===== config.mk =====
export PLATFORM = sky130hd
export DESIGN_NAME = srov_ctrl
export DESIGN_NICKNAME = d
export VERILOG_FILES = /design/src/hw/rtl/srov_pkg.sv /design/src/hw/rtl/srov_ctrl.sv
export SDC_FILE = /design/constraint.sdc
export NUM_CORES = 1
export LEC_CHECK = 0
export BUFFER_PORTS_ARGS = -buffer_cell sky130_fd_sc_hd__buf_2
export CORE_MARGIN = 2
export CORE_UTILIZATION = 47
export DETAILED_ROUTE_END_ITERATION = 8
export PLACE_DENSITY_LB_ADDON = 0.05
export RECOVER_POWER = 100
export SYNTH_ARGS = -nofsm -noshare
export SYNTH_HDL_FRONTEND = slang
export SYNTH_SLANG_ARGS = --single-unit

===== constraint.sdc =====
create_clock -name clk -period 1.38 [get_ports clk]
set_input_delay 0.276 -clock clk [delete_from_list [all_inputs] [get_ports clk]]
set_output_delay 0.276 -clock clk [all_outputs]
set_load 0.05 [all_outputs]

===== src/hw/rtl/srov_pkg.sv =====
package srov_pkg;

  // sizes
  localparam int OLD_POINTS_MAX = 4096;
  localparam int NEW_POINTS_MAX = 4096;
  localparam int ADDR_W         = 12;
  localparam int CNT_W          = 13;
  localparam int IDX_W          = 14;
  localparam int POS_W          = 32;
  localparam int COUNT_W        = 32;
  localparam int EDGE_W         = 40;
  localparam int FRAC_BITS      = 24;
  localparam int SUM_W          = 48;
  localparam int STAT_W         = 3;
  localparam int DCNT_W         = 5;

  // request commands
  localparam logic [1:0] CMD_LOAD_OLD = 2'd0;
  localparam logic [1:0] CMD_LOAD_NEW = 2'd1;
  localparam logic [1:0] CMD_COMPUTE  = 2'd2;

  // result status codes
  localparam logic [STAT_W-1:0] ST_OK       = 3'd0;
  localparam logic [STAT_W-1:0] ST_FEW_OLD  = 3'd1;
  localparam logic [STAT_W-1:0] ST_FEW_NEW  = 3'd2;
  localparam logic [STAT_W-1:0] ST_OLD_FLAT = 3'd3;
  localparam logic [STAT_W-1:0] ST_NEW_FLAT = 3'd4;

  // datapath operations issued by the controller
  typedef enum logic [4:0] {
    OP_NONE,
    OP_CHECK,
    OP_RD_A,
    OP_RD_B,
    OP_RD_C,
    OP_RD_D,
    OP_RD_E,
    OP_EDGES,
    OP_SET_ABOVE,
    OP_SRCH_INIT,
    OP_SRCH_RD,
    OP_SRCH_UPD,
    OP_PICK,
    OP_E1,
    OP_E2,
    OP_E3,
    OP_E4,
    OP_SETUP,
    OP_DIV,
    OP_MUL,
    OP_ACC,
    OP_SUM_INIT,
    OP_SUM_RD,
    OP_SUM_ACC,
    OP_FINISH
  } op_t;

  // kind of edge share
  typedef enum logic [1:0] {
    SH_ZERO,
    SH_WHOLE,
    SH_DIV
  } share_kind_t;

  typedef struct packed {
    op_t  op;
    logic accept;
    logic side;
  } ctl_t;

  typedef struct packed {
    logic        err;
    logic        beyond;
    logic        above;
    logic        in_range;
    logic        more;
    share_kind_t kind;
    logic        div_last;
    logic        sum_more;
  } stat_t;

endpackage


===== src/hw/rtl/srov_ctrl.sv =====
module srov_ctrl
  import srov_pkg::*;
(
  input  logic       clk,
  input  logic       rst,
  input  logic       req_valid,
  output logic       req_stall,
  input  logic [1:0] cmd,
  output logic       res_valid,
  input  logic       res_stall,
  output ctl_t       ctl,
  input  stat_t      st
);

  typedef enum logic [4:0] {
    S_IDLE,
    S_CHECK,
    S_DECIDE,
    S_RD_A,
    S_RD_B,
    S_RD_C,
    S_RD_D,
    S_RD_E,
    S_EDGES,
    S_SIDE,
    S_NEXT_SIDE,
    S_SRCH_CHK,
    S_SRCH_RD,
    S_SRCH_UPD,
    S_E1,
    S_E2,
    S_E3,
    S_E4,
    S_SETUP,
    S_KIND,
    S_DIV,
    S_MUL,
    S_ACC,
    S_SUM_INIT,
    S_SUM_CHK,
    S_SUM_RD,
    S_SUM_ACC,
    S_DONE
  } state_t;

  state_t state;
  logic   side;
  logic   out_free;

  assign req_stall = (state != S_IDLE);
  assign out_free  = !(res_valid && res_stall);

  // operation for the current step
  always_comb begin
    ctl.accept = req_valid && (state == S_IDLE);
    ctl.side   = side;
    unique case (state)
      S_CHECK:     ctl.op = OP_CHECK;
      S_RD_A:      ctl.op = OP_RD_A;
      S_RD_B:      ctl.op = OP_RD_B;
      S_RD_C:      ctl.op = OP_RD_C;
      S_RD_D:      ctl.op = OP_RD_D;
      S_RD_E:      ctl.op = OP_RD_E;
      S_EDGES:     ctl.op = OP_EDGES;
      S_SIDE: begin
        if (st.above) ctl.op = OP_SET_ABOVE;
        else if (st.in_range) ctl.op = OP_SRCH_INIT;
        else ctl.op = OP_NONE;
      end
      S_SRCH_CHK:  ctl.op = st.more ? OP_NONE : OP_PICK;
      S_SRCH_RD:   ctl.op = OP_SRCH_RD;
      S_SRCH_UPD:  ctl.op = OP_SRCH_UPD;
      S_E1:        ctl.op = OP_E1;
      S_E2:        ctl.op = OP_E2;
      S_E3:        ctl.op = OP_E3;
      S_E4:        ctl.op = OP_E4;
      S_SETUP:     ctl.op = OP_SETUP;
      S_DIV:       ctl.op = OP_DIV;
      S_MUL:       ctl.op = OP_MUL;
      S_ACC:       ctl.op = OP_ACC;
      S_SUM_INIT:  ctl.op = OP_SUM_INIT;
      S_SUM_RD:    ctl.op = OP_SUM_RD;
      S_SUM_ACC:   ctl.op = OP_SUM_ACC;
      S_DONE:      ctl.op = out_free ? OP_FINISH : OP_NONE;
      default:     ctl.op = OP_NONE;
    endcase
  end

  // sequencer
  always_ff @(posedge clk) begin
    if (rst) begin
      state     <= S_IDLE;
      side      <= 1'b0;
      res_valid <= 1'b0;
    end else begin
      // result register
      if (state == S_DONE && out_free) res_valid <= 1'b1;
      else if (res_valid && !res_stall) res_valid <= 1'b0;
      unique case (state)
        S_IDLE: begin
          if (req_valid && cmd == CMD_COMPUTE) state <= S_CHECK;
        end
        S_CHECK: state <= S_DECIDE;
        S_DECIDE: begin
          if (st.err) state <= S_DONE;
          else if (st.beyond) state <= S_IDLE;
          else state <= S_RD_A;
        end
        S_RD_A: state <= S_RD_B;
        S_RD_B: state <= S_RD_C;
        S_RD_C: state <= S_RD_D;
        S_RD_D: state <= S_RD_E;
        S_RD_E: state <= S_EDGES;
        S_EDGES: begin
          side  <= 1'b0;
          state <= S_SIDE;
        end
        S_SIDE: begin
          if (!st.above && st.in_range) state <= S_SRCH_CHK;
          else state <= S_NEXT_SIDE;
        end
        S_NEXT_SIDE: begin
          if (!side) begin
            side  <= 1'b1;
            state <= S_SIDE;
          end else begin
            state <= S_SUM_INIT;
          end
        end
        S_SRCH_CHK: state <= st.more ? S_SRCH_RD : S_E1;
        S_SRCH_RD:  state <= S_SRCH_UPD;
        S_SRCH_UPD: state <= S_SRCH_CHK;
        S_E1:       state <= S_E2;
        S_E2:       state <= S_E3;
        S_E3:       state <= S_E4;
        S_E4:       state <= S_SETUP;
        S_SETUP:    state <= S_KIND;
        S_KIND:     state <= (st.kind == SH_DIV) ? S_DIV : S_ACC;
        S_DIV: begin
          if (st.div_last) state <= S_MUL;
        end
        S_MUL:      state <= S_ACC;
        S_ACC:      state <= S_NEXT_SIDE;
        S_SUM_INIT: state <= S_SUM_CHK;
        S_SUM_CHK:  state <= st.sum_more ? S_SUM_RD : S_DONE;
        S_SUM_RD:   state <= S_SUM_ACC;
        S_SUM_ACC:  state <= S_SUM_CHK;
        S_DONE: begin
          if (out_free) state <= S_IDLE;
        end
        default: state <= S_IDLE;
      endcase
    end
  end

endmodule


==> impl_summary.md <==
Floorplanning
In this run the vertical extent of the chip is 48.51 um. Once the floorplan was initialized, standard cells occupied 48.44% of the core. The floorplan step defined a core boundary enclosing 1922 sq um. The number of rows in the core area is 16.

The floorplan step defined a die boundary enclosing 2353 sq um. The number of top-level pins is 24. The horizontal extent of the die is 48.51 um.

Placed design
The detailed placer's ending HPWL is 2428 um. Once placement finished, the instance area stood at 1339 sq um. The congestion estimate from routability-driven global placement came to 0.9125. Input and output buffers added on the ports amount to 23.

Clock tree
The number of clock sinks seen by CTS is 7. The number of levels the H-tree was split into is 1. In this run the deepest clock path goes through 2 buffers. The clock input transition at the sequential cells of the worst setup and hold paths is 0.07 ns. TritonCTS built the clock tree. The number of CTS-inserted buffers is 3. The clock latency reported for the late side of the worst-skew pair is 0.27 ns. The clock root buffer master is sky130_fd_sc_hd__clkbuf_4.

Layout
The number of antenna diodes in the final layout is 0. Relative to the synthesized area, the layout overhead comes to 80.24%. Leaving out fill and tap cells, the most frequent cells in the layout are 40 x sky130_fd_sc_hd__buf_4, 16 x sky130_fd_sc_hd__buf_2, 13 x sky130_fd_sc_hd__a21oi_1. The most common library cell in the layout ignoring fill and taps is sky130_fd_sc_hd__buf_4. The final design instance area without fill is 1678 sq um. The filler cell count in the final layout is 106. Cells with a size suffix above 1 make up 57.07% of the layout. At the end of the flow, the number of nets in the layout was 214.

Timing
The final critical path takes up 139.7% of the cycle. The final clock skew is 0.009442 ns. The slew at the pin with the worst max-slew slack is 0.3129 ns. The total count of hold-check failures in the final report came to 0. The worst slew margin relative to its limit is 79.04%. The final setup violation count is 13. The worst-case setup margin in the final layout is -0.5480 ns.

The clock period minus final worst setup slack is 1.928 ns. The count of final max-slew check failures is 0. Based on the critical path, the design can be clocked at up to 0.5187 GHz. The total negative slack for setup checks is -4.083 ns. Setup repair after global routing could not meet its margin everywhere.

Synth
Of all flip-flops after synthesis, the portion carrying an async set or reset was 0%. The sequential element share of the synthesized area is 15.05%. The count of warnings emitted by yosys is 0. The net count after synthesis is 150.

The number of standard cells after synthesis is 135. After synthesis the netlist holds a flip-flop and latch count of 7. The count of distinct cell types in the synthesized netlist is 47. The dominant register cell in the synthesized netlist is sky130_fd_sc_hd__dfxtp_1. The cell area after technology mapping is 930.9 sq um. Yosys mapped a number of flops with a built-in enable equal to 0. In this run the mean area of a mapped cell was 6.896 sq um.

Setup path
Data on the critical path is required at its endpoint by 1.10 ns. The critical path in this run is classified as reg2out. The critical path capture point type is an output port. The arrival time of the worst setup path is 1.65 ns. The maximum fanout encountered on the critical timing path is 6.

The reg-to-reg endpoint is state[1]. The register-to-register path setup slack is -0.26 ns. The worst register-to-register path has a depth of 6. The startpoint identified for the worst register-to-register timing path is state[3].

STA classifies the critical path startpoint as a register.

Global route
Global routing used 34.88% of the available tracks. Global routing finished with a remaining overflow of 0. The number of antenna violations at the first check in global routing was 0. The number of global-route vias before repair came to 1381. The first global-routing pass estimated 6327 um of wire. The largest net degree at the start of global routing is 15.

Hold path
The worst hold endpoint is res_valid. The worst hold path cell count is 2. The startpoint of the most critical hold path is rst. In this run the worst hold path is classified as in2reg.

Route
For this block, the routed nets add up to 4519 um of wire. The number of routed nets with antenna violations is 0. The average vias per placed instance is 6.542. For this run, design rule violations remaining after detail routing come to 0.

Across all layers, the routed design uses 1472 vias. After detailed routing, the average wire length per cell comes to 20.08 um. The first routing iteration left 89 violations. The pre-antenna-repair detailed-routing pass consisted of 5 iterations.

Power
Internal power comes to 1.829 mW. The sequential group share of total power is 9.8%. Across the VDD grid, the largest voltage drop is 0.001688 V. The portion of total power attributed to the clock network is 5.7%.

The combinational power share is 84.6%. The switching share of power is 49.47%. The power density normalized to cell area is 2157 nW/um^2. In this run the power spent charging and discharging nets is 1.790 mW. In this run the static leakage power is 0.7256 nW.

Status
The checks that failed: setup timing. The flow ran to the end, but the final reports show violations.

Run
The tool flagged a number of max-cap violations equal to 0.
## registers in the layout (all words and copies together), names as in the netlist
signal     flops
state          5
side           1
res_valid      1
## power by group through the flow
stage	clock network, mW	registers (mW)	logic [mW]
2_1_floorplan	0	0.285	1.53
4_1_cts	0.197	0.341	2.79
3_3_place_gp	0	0.320	2.23
5_1_grt	0.223	0.354	3.20
3_5_place_dp	0	0.326	2.25
6_report	0.205	0.354	3.06
## how the worst max path moves through the flow
stage | endpoint | slack [ns] | from
global route | ctl[2] | -0.59 | state[2]
detailed placement | ctl[4] | -0.36 | state[1]
floorplan | ctl[4] | -0.60 | state[0]
global placement | ctl[4] | -0.33 | state[1]
finish | ctl[2] | -0.55 | state[2]
CTS | ctl[2] | -0.46 | state[2]
## cells by family (layout without fill, tap and decap cells)
logic type      after synthesis  in the layout  share of synthesized area (%)
buf+inv                      18             81                          11.16
flops                         7              7                          15.05
simple gates                 56             56                          35.08
compound gates               49             49                          33.74
xor+xnor                      3              3                          2.823
mux                           2              2                          2.151
## cells in the mapped netlist (all sizes together), types with 2 or more instances
library cell	n	share of area [%]
a21oi	14	7.5
buf	12	8.3
nand2	11	4.4
a31oi	10	6.7
dfxtp	7	15
nor2b	7	4.7
nand2b	6	4.0
nor2	6	2.4
nor3	5	2.7
o21ai	5	2.7
clkbuf	3	1.6
inv	3	1.2
nand3b	3	2.4
a211oi	2	1.6
a21boi	2	1.6
a21o	2	1.6
mux2i	2	2.2
nand3	2	1.1
nand4	2	1.3
nor3b	2	1.6
o211ai	2	1.6
o21bai	2	1.6
o22ai	2	1.3
or3b	2	1.9
or4	2	1.6
or4b	2	2.2
xor2	2	1.9
## final cells by class
type	instances	area (sq um)	share of cell area, %
clock inverter	1	5.005	0.2983
clock buffer	3	22.52	1.342
multi-input combinational	110	844.6	50.34
sequential	7	160.2	9.545
timing repair buffer	74	600.6	35.79
inverter	3	11.26	0.6711
tap	27	33.78	2.013
## metal layers
metal | routed length (um) | vias up | track usage, %
met3 | 435 | 39 | 7.099
li1 | - | 627 | -
met4 | 316 | 0 | 20.95
met1 | 1562 | 680 | 38.85
met2 | 2204 | 126 | 61.11
met5 | 0 | - | 0
## stage by stage
step                util [%]  instances  setup slack [ns]  power, mW  hold slack (ns)
floorplan                  -        135           -0.6035      1.813           0.3354
global placement       69.66        210           -0.3332      2.548           0.5006
detailed placement     69.66        210           -0.3571      2.575           0.4964
CTS                    84.31        223           -0.4596      3.333           0.2248
global route           87.30        225           -0.5856      3.774           0.2525
finish                 87.30        225           -0.5480      3.618           0.2524
## timing repair
action	CTS	global route
setup endpoints to repair	13	14
endpoints found under the hold margin	0	0
setup buffers	9	3
pin swaps	12	3
gates resized for setup	52	12
hold buffers	0	0
## worst max-delay path: stages (launching register included)
cell and delay [ns]:
sky130_fd_sc_hd__dfxtp_4 0.40, sky130_fd_sc_hd__nor2b_1 0.31, sky130_fd_sc_hd__nand3b_1 0.18, sky130_fd_sc_hd__a31oi_1 0.11, sky130_fd_sc_hd__a31o_2 0.24, sky130_fd_sc_hd__buf_6 0.15
Power figures use the tool's default switching activity.
